==> src/design/pc_charset_crlf_recoder_defines.svh <==
// Assertion macros for the PC code page / Latin-1 recoder.
// Used by the top level only; the bodies are empty for synthesis.
`ifndef PC_CHARSET_CRLF_RECODER_DEFINES_SVH
`define PC_CHARSET_CRLF_RECODER_DEFINES_SVH
`ifndef SYNTHESIS
// Property that must hold at every clock edge out of reset
`define PCCR_ASSERT(lbl, prop, msg) \
    lbl: assert property (@(posedge clk) disable iff (!rst_n) prop) else $error(msg);
// Condition that must never be seen out of reset
`define PCCR_ASSERT_NEVER(lbl, expr, msg) \
    lbl: assert property (@(posedge clk) disable iff (!rst_n) !(expr)) else $error(msg);
`else
`define PCCR_ASSERT(lbl, prop, msg)
`define PCCR_ASSERT_NEVER(lbl, expr, msg)
`endif
`endif

==> src/design/pccr_pkg.sv <==
// Shared types, codes and helper functions of the recoder.
// No dependencies; used by the translator, the result queue and the top level.
`default_nettype none

package pccr_pkg;

    // Item opcodes
    localparam logic [1:0] OP_DATA = 2'd0;
    localparam logic [1:0] OP_END  = 2'd1;
    localparam logic [1:0] OP_LOAD = 2'd2;

    // Configuration register indexes
    localparam logic [1:0] CFG_DIRECTION = 2'd0;
    localparam logic [1:0] CFG_STRICT    = 2'd1;
    localparam logic [1:0] CFG_RULER     = 2'd2;
    localparam int         CFG_DATA_W    = 1;

    // Translation table geometry: 8-bit value plus valid bit
    localparam int TBL_W     = 9;
    localparam int TBL_DEPTH = 256;

    // Result queue depth default
    localparam int RES_FIFO_DEPTH = 4;

    // Control characters
    localparam logic [7:0] CH_NUL = 8'h00;
    localparam logic [7:0] CH_LF  = 8'h0A;
    localparam logic [7:0] CH_CR  = 8'h0D;
    localparam logic [7:0] CH_SUB = 8'h1A;

    // Box-drawing range and its ASCII replacements
    localparam logic [7:0] RULER_FIRST = 8'd176;
    localparam logic [7:0] RULER_LAST  = 8'd223;
    localparam logic [7:0] ART_HASH  = 8'h23;
    localparam logic [7:0] ART_BAR   = 8'h7C;
    localparam logic [7:0] ART_PLUS  = 8'h2B;
    localparam logic [7:0] ART_DOT   = 8'h2E;
    localparam logic [7:0] ART_QUOTE = 8'h27;
    localparam logic [7:0] ART_TICK  = 8'h60;
    localparam logic [7:0] ART_DASH  = 8'h2D;
    localparam logic [7:0] ART_EQ    = 8'h3D;

    typedef struct packed {
        logic direction;
        logic strict_mode;
        logic ruler_overlay;
    } cfg_t;

    typedef struct packed {
        logic cr_pending;
        logic reversible;
        logic stopped;
    } st_t;

    typedef struct packed {
        logic [7:0] out_byte;
        logic       has_byte;
        logic       is_final;
        logic       reversible;
        logic       last;
    } res_t;

    // Outcome of one table translation
    typedef struct packed {
        logic       emit;
        logic [7:0] value;
        logic       clr_rev;
    } xl_t;

    // ASCII art for box-drawing offset 0..47
    function automatic logic [7:0] ruler_art(input logic [5:0] idx);
        logic [7:0] c;
        case (idx)
            6'd0, 6'd1, 6'd2, 6'd43, 6'd44, 6'd45, 6'd46, 6'd47:
                c = ART_HASH;
            6'd3, 6'd5, 6'd9, 6'd10, 6'd22, 6'd28:
                c = ART_BAR;
            6'd4, 6'd6, 6'd17, 6'd18, 6'd19, 6'd21, 6'd23, 6'd32, 6'd34, 6'd39:
                c = ART_PLUS;
            6'd7, 6'd8, 6'd11, 6'd15, 6'd25, 6'd37, 6'd38, 6'd42:
                c = ART_DOT;
            6'd12, 6'd13, 6'd14, 6'd41:
                c = ART_QUOTE;
            6'd16, 6'd24, 6'd35, 6'd36:
                c = ART_TICK;
            6'd20:
                c = ART_DASH;
            6'd26, 6'd27, 6'd29, 6'd30, 6'd31, 6'd33, 6'd40:
                c = ART_EQ;
            default:
                c = CH_NUL;
        endcase
        return c;
    endfunction

    // Translate one byte through its table entry
    function automatic xl_t translate(input logic [7:0] b, input logic [TBL_W-1:0] e,
                                      input logic allow_ruler, input cfg_t cfg);
        xl_t        r;
        logic [7:0] off;
        off       = b - RULER_FIRST;
        r.emit    = 1'b1;
        r.value   = e[7:0];
        r.clr_rev = 1'b0;
        if (cfg.strict_mode)
        begin
            r.emit    = e[8];
            r.clr_rev = ~e[8];
        end
        else if (allow_ruler && cfg.ruler_overlay && (b inside {[RULER_FIRST:RULER_LAST]}))
        begin
            r.value = ruler_art(off[5:0]);
        end
        return r;
    endfunction

endpackage

`default_nettype wire

==> src/design/pccr_ram.sv <==
// Generic single-port-write, single-port-read RAM with registered read data.
// No dependencies.
`default_nettype none

module pccr_ram #(
    parameter int WIDTH = 8,
    parameter int DEPTH = 256
) (
    input  wire logic                     clk,
    input  wire logic                     we,
    input  wire logic [$clog2(DEPTH)-1:0] waddr,
    input  wire logic [WIDTH-1:0]         wdata,
    input  wire logic                     re,
    input  wire logic [$clog2(DEPTH)-1:0] raddr,
    output logic      [WIDTH-1:0]         rdata
);

    logic [WIDTH-1:0] mem [DEPTH];

    always_ff @(posedge clk)
    begin
        if (we)
        begin
            mem[waddr] <= wdata;
        end
        if (re)
        begin
            rdata <= mem[raddr];
        end
    end

endmodule

`default_nettype wire

==> src/design/pccr_xlat.sv <==
// Translation stage: stream state and the per-item result logic.
// Depends on pccr_pkg; fed by the table RAM read data and the CR entry copy.
`default_nettype none

module pccr_xlat (
    input  wire logic                           clk,
    input  wire logic                           rst_n,
    input  wire logic                           advance,
    input  wire logic [1:0]                     op,
    input  wire logic [7:0]                     item_byte,
    input  wire logic [pccr_pkg::TBL_W-1:0]     entry,
    input  wire logic [pccr_pkg::TBL_W-1:0]     cr_entry,
    input  wire pccr_pkg::cfg_t                 cfg,
    output logic      [1:0]                     push_cnt,
    output pccr_pkg::res_t                      push0,
    output pccr_pkg::res_t                      push1,
    output pccr_pkg::st_t                       st
);

    logic cr_pending_reg, cr_pending_next;
    logic rev_reg,        rev_next;
    logic stopped_reg,    stopped_next;

    pccr_pkg::xl_t t_cr;
    pccr_pkg::xl_t t_b;
    pccr_pkg::res_t res_a;
    pccr_pkg::res_t res_b;

    logic       a_v, b_v, b_fin, pc_step;
    logic [7:0] a_byte, b_byte;

    // Candidate results: slot a (flushed CR or first byte), slot b (byte or status)
    always_comb
    begin
        t_cr = pccr_pkg::translate(pccr_pkg::CH_CR, cr_entry, 1'b1, cfg);
        t_b  = pccr_pkg::translate(item_byte, entry, cfg.direction, cfg);

        a_v             = 1'b0;
        a_byte          = pccr_pkg::CH_NUL;
        b_v             = 1'b0;
        b_byte          = pccr_pkg::CH_NUL;
        b_fin           = 1'b0;
        pc_step         = 1'b0;
        cr_pending_next = cr_pending_reg;
        rev_next        = rev_reg;
        stopped_next    = stopped_reg;

        case (op)
            pccr_pkg::OP_DATA:
            begin
                if (!stopped_reg)
                begin
                    if (!cfg.direction)
                    begin
                        // Latin-1 to PC: LF expands to CR LF
                        if (item_byte == pccr_pkg::CH_LF)
                        begin
                            a_v    = 1'b1;
                            a_byte = pccr_pkg::CH_CR;
                            b_v    = 1'b1;
                            b_byte = pccr_pkg::CH_LF;
                        end
                        else
                        begin
                            a_v      = t_b.emit;
                            a_byte   = t_b.value;
                            rev_next = rev_reg & ~t_b.clr_rev;
                        end
                    end
                    else
                    begin
                        pc_step = 1'b1;
                        if (cr_pending_reg)
                        begin
                            cr_pending_next = 1'b0;
                            if (item_byte == pccr_pkg::CH_LF)
                            begin
                                // CR LF collapses to LF
                                a_v     = 1'b1;
                                a_byte  = pccr_pkg::CH_LF;
                                pc_step = 1'b0;
                            end
                            else
                            begin
                                a_v      = t_cr.emit;
                                a_byte   = t_cr.value;
                                rev_next = rev_reg & ~t_cr.clr_rev;
                            end
                        end
                        // PC to Latin-1 handling of the byte itself
                        if (pc_step)
                        begin
                            if (item_byte == pccr_pkg::CH_SUB)
                            begin
                                stopped_next = 1'b1;
                                rev_next     = 1'b0;
                            end
                            else if (item_byte == pccr_pkg::CH_CR)
                            begin
                                cr_pending_next = 1'b1;
                            end
                            else
                            begin
                                if (item_byte == pccr_pkg::CH_LF)
                                begin
                                    rev_next = 1'b0;
                                end
                                b_v      = t_b.emit;
                                b_byte   = t_b.value;
                                rev_next = rev_next & ~t_b.clr_rev;
                            end
                        end
                    end
                end
            end
            pccr_pkg::OP_END:
            begin
                // Flush a waiting CR, then the status result
                if (cr_pending_reg && cfg.direction && !stopped_reg)
                begin
                    a_v      = t_cr.emit;
                    a_byte   = t_cr.value;
                    rev_next = rev_reg & ~t_cr.clr_rev;
                end
                b_v   = 1'b1;
                b_fin = 1'b1;
            end
            default:
            begin
            end
        endcase
    end

    // Pack the two slots into the queue push
    always_comb
    begin
        res_a.out_byte   = a_byte;
        res_a.has_byte   = 1'b1;
        res_a.is_final   = 1'b0;
        res_a.reversible = rev_next;
        res_a.last       = ~b_v;

        res_b.out_byte   = b_byte;
        res_b.has_byte   = ~b_fin;
        res_b.is_final   = b_fin;
        res_b.reversible = rev_next;
        res_b.last       = 1'b1;

        push0    = a_v ? res_a : res_b;
        push1    = res_b;
        push_cnt = {1'b0, a_v} + {1'b0, b_v};
    end

    // Stream state; end of stream restores the reset values
    always_ff @(posedge clk or negedge rst_n)
    begin
        if (!rst_n)
        begin
            cr_pending_reg <= 1'b0;
            rev_reg        <= 1'b1;
            stopped_reg    <= 1'b0;
        end
        else if (advance)
        begin
            if (op == pccr_pkg::OP_END)
            begin
                cr_pending_reg <= 1'b0;
                rev_reg        <= 1'b1;
                stopped_reg    <= 1'b0;
            end
            else
            begin
                cr_pending_reg <= cr_pending_next;
                rev_reg        <= rev_next;
                stopped_reg    <= stopped_next;
            end
        end
    end

    assign st.cr_pending = cr_pending_reg;
    assign st.reversible = rev_reg;
    assign st.stopped    = stopped_reg;

endmodule

`default_nettype wire

==> src/design/pccr_res_fifo.sv <==
// Result queue: takes up to two results per cycle, hands out one.
// Depends on pccr_pkg for the result type.
`default_nettype none

module pccr_res_fifo #(
    parameter int DEPTH = pccr_pkg::RES_FIFO_DEPTH
) (
    input  wire logic                         clk,
    input  wire logic                         rst_n,
    input  wire logic [1:0]                   push_cnt,
    input  wire pccr_pkg::res_t               push0,
    input  wire pccr_pkg::res_t               push1,
    output logic                              room,
    output logic                              out_valid,
    input  wire logic                         out_ready,
    output pccr_pkg::res_t                    head,
    output logic      [$clog2(DEPTH+1)-1:0]   level
);

    localparam int PTR_W = $clog2(DEPTH);
    localparam int CNT_W = $clog2(DEPTH + 1);

    pccr_pkg::res_t entry_reg [DEPTH];

    logic [PTR_W-1:0] wr_ptr_reg, wr_ptr_next, wr_ptr1;
    logic [PTR_W-1:0] rd_ptr_reg, rd_ptr_next;
    logic [CNT_W-1:0] count_reg,  count_next;
    logic             pop;

    function automatic logic [PTR_W-1:0] ptr_inc(input logic [PTR_W-1:0] p);
        return (p == PTR_W'(DEPTH - 1)) ? '0 : p + PTR_W'(1);
    endfunction

    // Pointer and fill bookkeeping
    always_comb
    begin
        pop         = out_valid && out_ready;
        wr_ptr1     = ptr_inc(wr_ptr_reg);
        wr_ptr_next = wr_ptr_reg;
        if (push_cnt == 2'd1)
        begin
            wr_ptr_next = wr_ptr1;
        end
        else if (push_cnt == 2'd2)
        begin
            wr_ptr_next = ptr_inc(wr_ptr1);
        end
        rd_ptr_next = pop ? ptr_inc(rd_ptr_reg) : rd_ptr_reg;
        count_next  = count_reg + CNT_W'(push_cnt) - CNT_W'(pop);
    end

    always_ff @(posedge clk or negedge rst_n)
    begin
        if (!rst_n)
        begin
            wr_ptr_reg <= '0;
            rd_ptr_reg <= '0;
            count_reg  <= '0;
        end
        else
        begin
            wr_ptr_reg <= wr_ptr_next;
            rd_ptr_reg <= rd_ptr_next;
            count_reg  <= count_next;
        end
    end

    // Entry storage
    always_ff @(posedge clk)
    begin
        for (int i = 0; i < DEPTH; i++)
        begin
            if ((push_cnt != 2'd0) && (wr_ptr_reg == PTR_W'(i)))
            begin
                entry_reg[i] <= push0;
            end
            else if ((push_cnt == 2'd2) && (wr_ptr1 == PTR_W'(i)))
            begin
                entry_reg[i] <= push1;
            end
        end
    end

    assign room      = (count_reg <= CNT_W'(DEPTH - 2));
    assign out_valid = (count_reg != '0);
    assign head      = entry_reg[rd_ptr_reg];
    assign level     = count_reg;

endmodule

`default_nettype wire

==> src/design/pc_charset_crlf_recoder.sv <==
// Byte stream recoder between a PC code page and Latin-1, driven by a
// 256-entry translation table that the host loads through load items. The
// block accepts one item per clock cycle; items pass through a stage
// register, and results leave one per cycle, while out_ready is high,
// through a four-entry result queue. An item yields zero, one or two results;
// items that yield two (LF in the Latin-1 to PC direction, a held CR flushed
// ahead of another byte or of the end-of-stream status) take two turns of
// the single output port, so the sustained rate is one result per cycle
// and input stalls only when the queue lacks room for two results. The table
// needs no clearing after reset; entries must be loaded before they are used.
// Depends on pccr_pkg, pccr_ram, pccr_xlat, pccr_res_fifo and the defines header.
`default_nettype none
`include "pc_charset_crlf_recoder_defines.svh"

module pc_charset_crlf_recoder #(
    parameter int RES_FIFO_DEPTH = pccr_pkg::RES_FIFO_DEPTH
) (
    input  wire logic                               clk,
    input  wire logic                               rst_n,
    // configuration write port
    input  wire logic                               cfg_we,
    input  wire logic [1:0]                         cfg_index,
    input  wire logic [pccr_pkg::CFG_DATA_W-1:0]    cfg_data,
    // input items
    input  wire logic                               in_valid,
    output logic                                    in_ready,
    input  wire logic [1:0]                         opcode,
    input  wire logic [7:0]                         in_byte,
    input  wire logic [7:0]                         entry_value,
    input  wire logic                               entry_valid,
    // result items
    output logic                                    out_valid,
    input  wire logic                               out_ready,
    output logic      [7:0]                         out_byte,
    output logic                                    has_byte,
    output logic                                    is_final,
    output logic                                    reversible,
    output logic                                    last
);

    localparam int LEVEL_W = $clog2(RES_FIFO_DEPTH + 1);

    pccr_pkg::cfg_t cfg_reg;

    logic                         in_accept;
    logic                         s1_valid_reg, s1_valid_next;
    logic [1:0]                   s1_op_reg;
    logic [7:0]                   s1_byte_reg;
    logic                         s1_advance;
    logic [pccr_pkg::TBL_W-1:0]   tbl_rdata;
    logic [pccr_pkg::TBL_W-1:0]   cr_entry_reg;
    logic [1:0]                   push_cnt;
    pccr_pkg::res_t               push0, push1, head;
    pccr_pkg::st_t                core_st;
    logic                         fifo_room;
    logic [LEVEL_W-1:0]           fifo_level;

    // Configuration registers
    always_ff @(posedge clk or negedge rst_n)
    begin
        if (!rst_n)
        begin
            cfg_reg.direction     <= 1'b1;
            cfg_reg.strict_mode   <= 1'b0;
            cfg_reg.ruler_overlay <= 1'b0;
        end
        else if (cfg_we)
        begin
            case (cfg_index)
                pccr_pkg::CFG_DIRECTION: cfg_reg.direction     <= cfg_data[0];
                pccr_pkg::CFG_STRICT:    cfg_reg.strict_mode   <= cfg_data[0];
                pccr_pkg::CFG_RULER:     cfg_reg.ruler_overlay <= cfg_data[0];
                default:
                begin
                end
            endcase
        end
    end

    // Input handshake and the stage register in front of the translator
    assign in_accept  = in_valid && in_ready;
    assign s1_advance = s1_valid_reg && fifo_room;
    assign in_ready   = !s1_valid_reg || s1_advance;

    always_comb
    begin
        s1_valid_next = s1_valid_reg;
        if (in_accept)
        begin
            s1_valid_next = 1'b1;
        end
        else if (s1_advance)
        begin
            s1_valid_next = 1'b0;
        end
    end

    always_ff @(posedge clk or negedge rst_n)
    begin
        if (!rst_n)
        begin
            s1_valid_reg <= 1'b0;
        end
        else
        begin
            s1_valid_reg <= s1_valid_next;
        end
    end

    always_ff @(posedge clk)
    begin
        if (in_accept)
        begin
            s1_op_reg   <= opcode;
            s1_byte_reg <= in_byte;
        end
    end

    // Copy of the CR entry, so a flushed CR and the new byte translate together
    always_ff @(posedge clk)
    begin
        if (in_accept && (opcode == pccr_pkg::OP_LOAD) && (in_byte == pccr_pkg::CH_CR))
        begin
            cr_entry_reg <= {entry_valid, entry_value};
        end
    end

    // Translation table: loaded and read at item accept
    pccr_ram #(
        .WIDTH (pccr_pkg::TBL_W),
        .DEPTH (pccr_pkg::TBL_DEPTH)
    ) u_table (
        .clk   (clk),
        .we    (in_accept && (opcode == pccr_pkg::OP_LOAD)),
        .waddr (in_byte),
        .wdata ({entry_valid, entry_value}),
        .re    (in_accept && (opcode == pccr_pkg::OP_DATA)),
        .raddr (in_byte),
        .rdata (tbl_rdata)
    );

    pccr_xlat u_xlat (
        .clk       (clk),
        .rst_n     (rst_n),
        .advance   (s1_advance),
        .op        (s1_op_reg),
        .item_byte (s1_byte_reg),
        .entry     (tbl_rdata),
        .cr_entry  (cr_entry_reg),
        .cfg       (cfg_reg),
        .push_cnt  (push_cnt),
        .push0     (push0),
        .push1     (push1),
        .st        (core_st)
    );

    pccr_res_fifo #(
        .DEPTH (RES_FIFO_DEPTH)
    ) u_res_fifo (
        .clk       (clk),
        .rst_n     (rst_n),
        .push_cnt  (s1_advance ? push_cnt : 2'd0),
        .push0     (push0),
        .push1     (push1),
        .room      (fifo_room),
        .out_valid (out_valid),
        .out_ready (out_ready),
        .head      (head),
        .level     (fifo_level)
    );

    assign out_byte   = head.out_byte;
    assign has_byte   = head.has_byte;
    assign is_final   = head.is_final;
    assign reversible = head.reversible;
    assign last       = head.last;

    // Checks
    `PCCR_ASSERT(a_level_bound, fifo_level <= LEVEL_W'(RES_FIFO_DEPTH), "result queue overfilled")
    `PCCR_ASSERT_NEVER(a_stopped_quiet, s1_advance && core_st.stopped && (s1_op_reg == pccr_pkg::OP_DATA) && (push_cnt != 2'd0), "result from data while stopped")
    `PCCR_ASSERT(a_eos_restores, s1_advance && (s1_op_reg == pccr_pkg::OP_END) |=> core_st.reversible && !core_st.cr_pending && !core_st.stopped, "stream state not restored after end of stream")

endmodule

`default_nettype wire
==> config.mk <==
export PLATFORM = sky130hd
export DESIGN_NAME = pc_charset_crlf_recoder
export DESIGN_NICKNAME = d
export VERILOG_FILES = /design/src/design/pccr_pkg.sv /design/src/design/pccr_ram.sv /design/src/design/pccr_xlat.sv /design/src/design/pccr_res_fifo.sv /design/src/design/pc_charset_crlf_recoder.sv
export VERILOG_INCLUDE_DIRS = /design/src /design/src/design
export SDC_FILE = /design/constraint.sdc
export NUM_CORES = 2
export LEC_CHECK = 0
export BUFFER_PORTS_ARGS = -buffer_cell sky130_fd_sc_hd__buf_2
export CAP_MARGIN = 30
export CORE_ASPECT_RATIO = 1.1
export CORE_MARGIN = 1
export CORE_UTILIZATION = 30
export CTS_CLUSTER_DIAMETER = 60
export CTS_CLUSTER_SIZE = 28
export DETAILED_ROUTE_END_ITERATION = 16
export GPL_ROUTABILITY_DRIVEN = 0
export PLACE_DENSITY = 0.47
export SYNTH_ARGS = -nofsm -noshare
export SYNTH_HDL_FRONTEND = slang
export SYNTH_HIERARCHICAL = 1
export SYNTH_SLANG_ARGS = --single-unit
==> constraint.sdc <==
create_clock -name clk -period 4.9 [get_ports clk]
set_input_delay 0.98 -clock clk [delete_from_list [all_inputs] [get_ports clk]]
set_output_delay 0.98 -clock clk [all_outputs]
set_load 0.01 [all_outputs]
Word-level counts from Yosys, hierarchy flattened
Memories as Yosys holds them, arrays and structs flattened. A register that Yosys moved wholly into a read port is not among the register bits. Index checks and enable logic that the tools add are counted.

Output and inout bits: 14. Memories: 3. Memory bits (read-only): 448. Bits in registers: 33. Memory bits (writable): 2352. Input port bits: 27. Word-level logic and storage cells: 209.

Memory list: u_table.mem (words 256, width 9, rd ports 1, clocked after Yosys merged registers in 1, wr ports 1, line pccr_ram.sv:18) `logic [WIDTH-1:0] mem [DEPTH];`; (no name shown) (words 64, width 7, rd ports 1, clocked after Yosys merged registers in 0, wr ports 0, line pccr_pkg.sv:73) `case (idx)`; u_res_fifo.entry_reg (words 4, width 12, rd ports 1, clocked after Yosys merged registers in 0, wr ports 2, line pccr_res_fifo.sv:23) `pccr_pkg::res_t entry_reg [DEPTH];`.

Multiplexer cells: 112. Equality and inequality tests: 18. Order comparisons: 3. Reduce and logical (&&, ||, !) cells: 40. $add $sub $neg: 7. Bitwise logic cells: 13.

Operator list (count): 8-bit 2-to-1 mux (14); 12-bit 2-to-1 mux (7); 1-bit 2-to-1 mux (78); 8-bit by 4-bit equality test with 1-bit output (second input constant) (3); 12-bit OR reduction (2); 1-bit logical AND (19); 2-bit equality test (second input constant) (8); 2-bit 2-to-1 mux (8); 8-bit case mux with 2 select lines (1); 2-bit by 1-bit equality test with 1-bit output (second input constant) (5); 2-bit zero test (5); 2-bit nonzero test (5); 8-bit by 5-bit equality test with 1-bit output (second input constant) (1); 8-bit greater-or-equal comparator (second input constant) (1); 8-bit less-or-equal comparator (second input constant) (1); 2-bit AND reduction (4); 2-bit by 1-bit adder with 2-bit output (second input constant) (3); 1-bit NOT (6); 1-bit case mux with 2 select lines (3); 6-bit subtractor (second input constant) (1); 4-bit 2-to-1 mux (1); 1-bit bitwise OR (4); 4-bit AND reduction (1); 3-bit by 2-bit adder with 3-bit output (1); other kinds (8) (11).

Longest topological paths before layout
Depth after elaboration: 23. Depth in mapped cells: 15. Depth with buffers taken out: 14.

Cells and area by module
Netlist, hierarchy kept.

By module, submodules not included: pccr_ram (area each 89368.2 um^2, cells each 4237, instances 1, sequential area each 69456.6 um^2); pccr_res_fifo (area each 3066.7 um^2, cells each 181, instances 1, sequential area each 1616.6 um^2); pccr_xlat (area each 1557.7 um^2, cells each 222, instances 1, sequential area each 76.3 um^2); pc_charset_crlf_recoder (area each 823.3 um^2, cells each 41, instances 1, sequential area each 671.9 um^2).

Worst setup path before layout
Ideal clock, no wire load.

Path kind: flip-flop to flip-flop. Start: reg s1_byte_reg[0]. End: mem u_res_fifo/entry_reg[0][0] (netlist name), enable pin. Slack: 1.163 ns. Path buffers: 0. Required time: 4.502 ns. Period minus slack after synthesis: 3.737 ns. Cell stages (with the launch flop): 13. Library setup time: 0.398 ns. Arrival: 3.340 ns. Cell sequence: edfxtp_1 -> inv_1 -> ha_1 -> nand2b_1 -> nor3_1 -> nor2_1 -> a21oi_1 -> o31ai_1 -> ha_1 -> and3_2 -> inv_1 -> ha_1 -> o21ai_0.

RTL lines: from (decl) (line pc_charset_crlf_recoder.sv:48) `logic [7:0] s1_byte_reg;`; from (signal assigned) (line pc_charset_crlf_recoder.sv:115) `s1_byte_reg <= in_byte;`; to (decl) (line pccr_res_fifo.sv:23).

==> flow_summary.yaml <==
cells_and_area:
  final_cell_area_um2: 109000
  final.fill_count: 29500
  regArea_um2: 71800
  syn_to_final_growth_pct: 15.4
  final_cell_mix: "edfxtp_1, buf_4, mux4_2"
  stdcell_count: 9437
  multiInputGateArea_um2: 21200
  final_common_cell: "edfxtp_1"
  nNetsFinal: 5206
  drive_gt1_share_pct: 27.9
  largest_reg_flops: 2304
min_path:
  hp-class: "input port to register"
  min_from: "opcode[0]"
grt:
  antenna_found_initial: 7
  grt_max_degree: 131
  gr-total-overflow: 0
  grt_pass1_vias: 48900
  grt_pass1_wl_um: 379000
  gr-usage-all-layers_pct: 16.6
timing:
  clock.fmax_mhz: 224
  hold_viol_final: 0
  holdWs_ps: 365
  slew_violations: 0
  relSlewSlack_pct: 20.5
  post-route-period-util_pct: 91.1
  setup_viol: 0
  finalCriticalPeriod_ps: 4460
  worstMarginPinSlew_ps: 1190
  clock_skew_ps: 80.6
  finalSetupTns_ps: 0
  rsz0062_at_grt: "false"
clocking:
  cts_buffers: 178
  worstSkewPairLatency_ps: 910
  clockRootBuffer: "clkbuf_16"
  cts_setup_buffers: 0
  clkTransAtPathRegs_ps: 80
  h-tree-depth: 4
  clock-sinks: 2394
  cts_max_path_buffers: 4
  cts_tree: "done"
power:
  power.internal_mw: 31.6
  power.density_nw_per_um2: 383
  switching_share_pct: 24.6
  ir_worst_vdd_uv: 294
  p_clk_share_pct: 38.1
  seqPwrFrac_pct: 54.3
  power_mw: 41.9
  p_leak_nw: 34.3
  switchingPower_mw: 10.3
  power_frac_comb_pct: 7.5
synth:
  avgSynthCellArea_um2: 20.3
  yosysWarnings: 6
  synthCells: 4678
  synth_nets: 4735
  synth_area_um2: 94800
setup_path:
  r2r_slack_ps: 440
  r2r-start: "s1_byte_reg[4]$_DFFE_PP_"
  cp-startpoint: "s1_byte_reg[4]$_DFFE_PP_"
  worstPathArrival_ps: 5070
  critPathCaptureType: "register"
  timing.setup.critical_path_class: "register to register"
  required_ps: 5510
  crit_fanout: 15
  cp-start-kind: "register"
die:
  fp.dieH_um: 592
  die_x_um: 538
  row_count: 216
  die-area_um2: 318000
  io_pins: 41
  design.core.area_um2: 315000
  initial_core_util_pct: 30.1
detailed_routing:
  top_layer: "met4"
  ant_nets: 0
  drtIter0Drc: 4574
  met1_length_um: 115000
  vias: 47800
  route.met3.wl_um: 11300
  vias_per_cell: 5.07
  drtPass1Iterations: 5
  drt_wl_total_um: 267000
  drc: 0
  wl_per_cell_um: 28.3
  routed-wl-met2_um: 134000
placement:
  port_buffers: 40
  dp_cells: 9109
  place_area_um2: 103000
  hpwl_um: 174000
run_status:
  outcome: "finished, final reports clean"
job:
  max_cap_violations: 0
worst max-delay path, stage by stage, from the launching register on:
cell and delay, ps:
edfxtp_1 600, inv_1 240, ha_1 250, nand4bb_1 180, nor3_1 560, a31oi_4 230, inv_2 230, ha_1 260
and3_2 230, inv_1 80, ha_1 290, inv_4 110, a21oi_4 540, mux2_2 400
power groups by stage:
stage               Sequential, mW  Clock [mW]  Combinational [mW]
finish                        22.8        16.0                3.16
global route                  22.8        17.0                3.39
CTS                           22.8        16.4                3.16
detailed placement            23.3           0                3.15
global placement              23.3           0                3.12
floorplan                     23.2           0                1.83
layout make-up:
| class | instances | share of cell area, % |
|---|---|---|
| sequential | 2394 | 65.6 |
| multi-input combinational | 1969 | 19.4 |
| tap | 4142 | 4.74 |
| timing repair buffer | 575 | 4.38 |
| clock buffer | 184 | 4.15 |
| clock inverter | 136 | 1.61 |
| inverter | 31 | 0.109 |
| antenna | 6 | 0.0137 |
path summary, 6_finish.rpt:
path | to | cells after the start
worst min register to register | u_res_fifo/level[2]$_DFF_PN0_ | 1
min in group asynchronous | cfg_reg[1]$_DFFE_PN0P_ | 2
max in group asynchronous | u_xlat/rev_reg$_DFFE_PN1P_ | 2
worst max-delay path | u_res_fifo/entry_reg[3][11]$_DFFE_PP_ | 13
worst min-delay path | s1_op_reg[0]$_DFFE_PP_ | 1
worst max register to register | u_res_fifo/entry_reg[3][11]$_DFFE_PP_ | 13
stage by stage:
stage,worst slack [ps],util [%]
after floorplan,1160,-
after global placement,-1140,32.7
after detailed placement,175,32.8
after CTS,523,34.8
after global routing,205,34.8
final,439,34.8
metal layers:
metal	up-vias	global-route usage [%]
met3	285	1.95
li1	20400	-
met5	-	0
met2	1161	28.6
met4	0	3.64
met1	26000	22.5
what timing repair did:
item | in CTS | in global routing
hold buffers | 1 | 0
endpoints found under the hold margin | 12 | 0
resized for setup | 0 | 0
(Power assumes the default switching activity.)
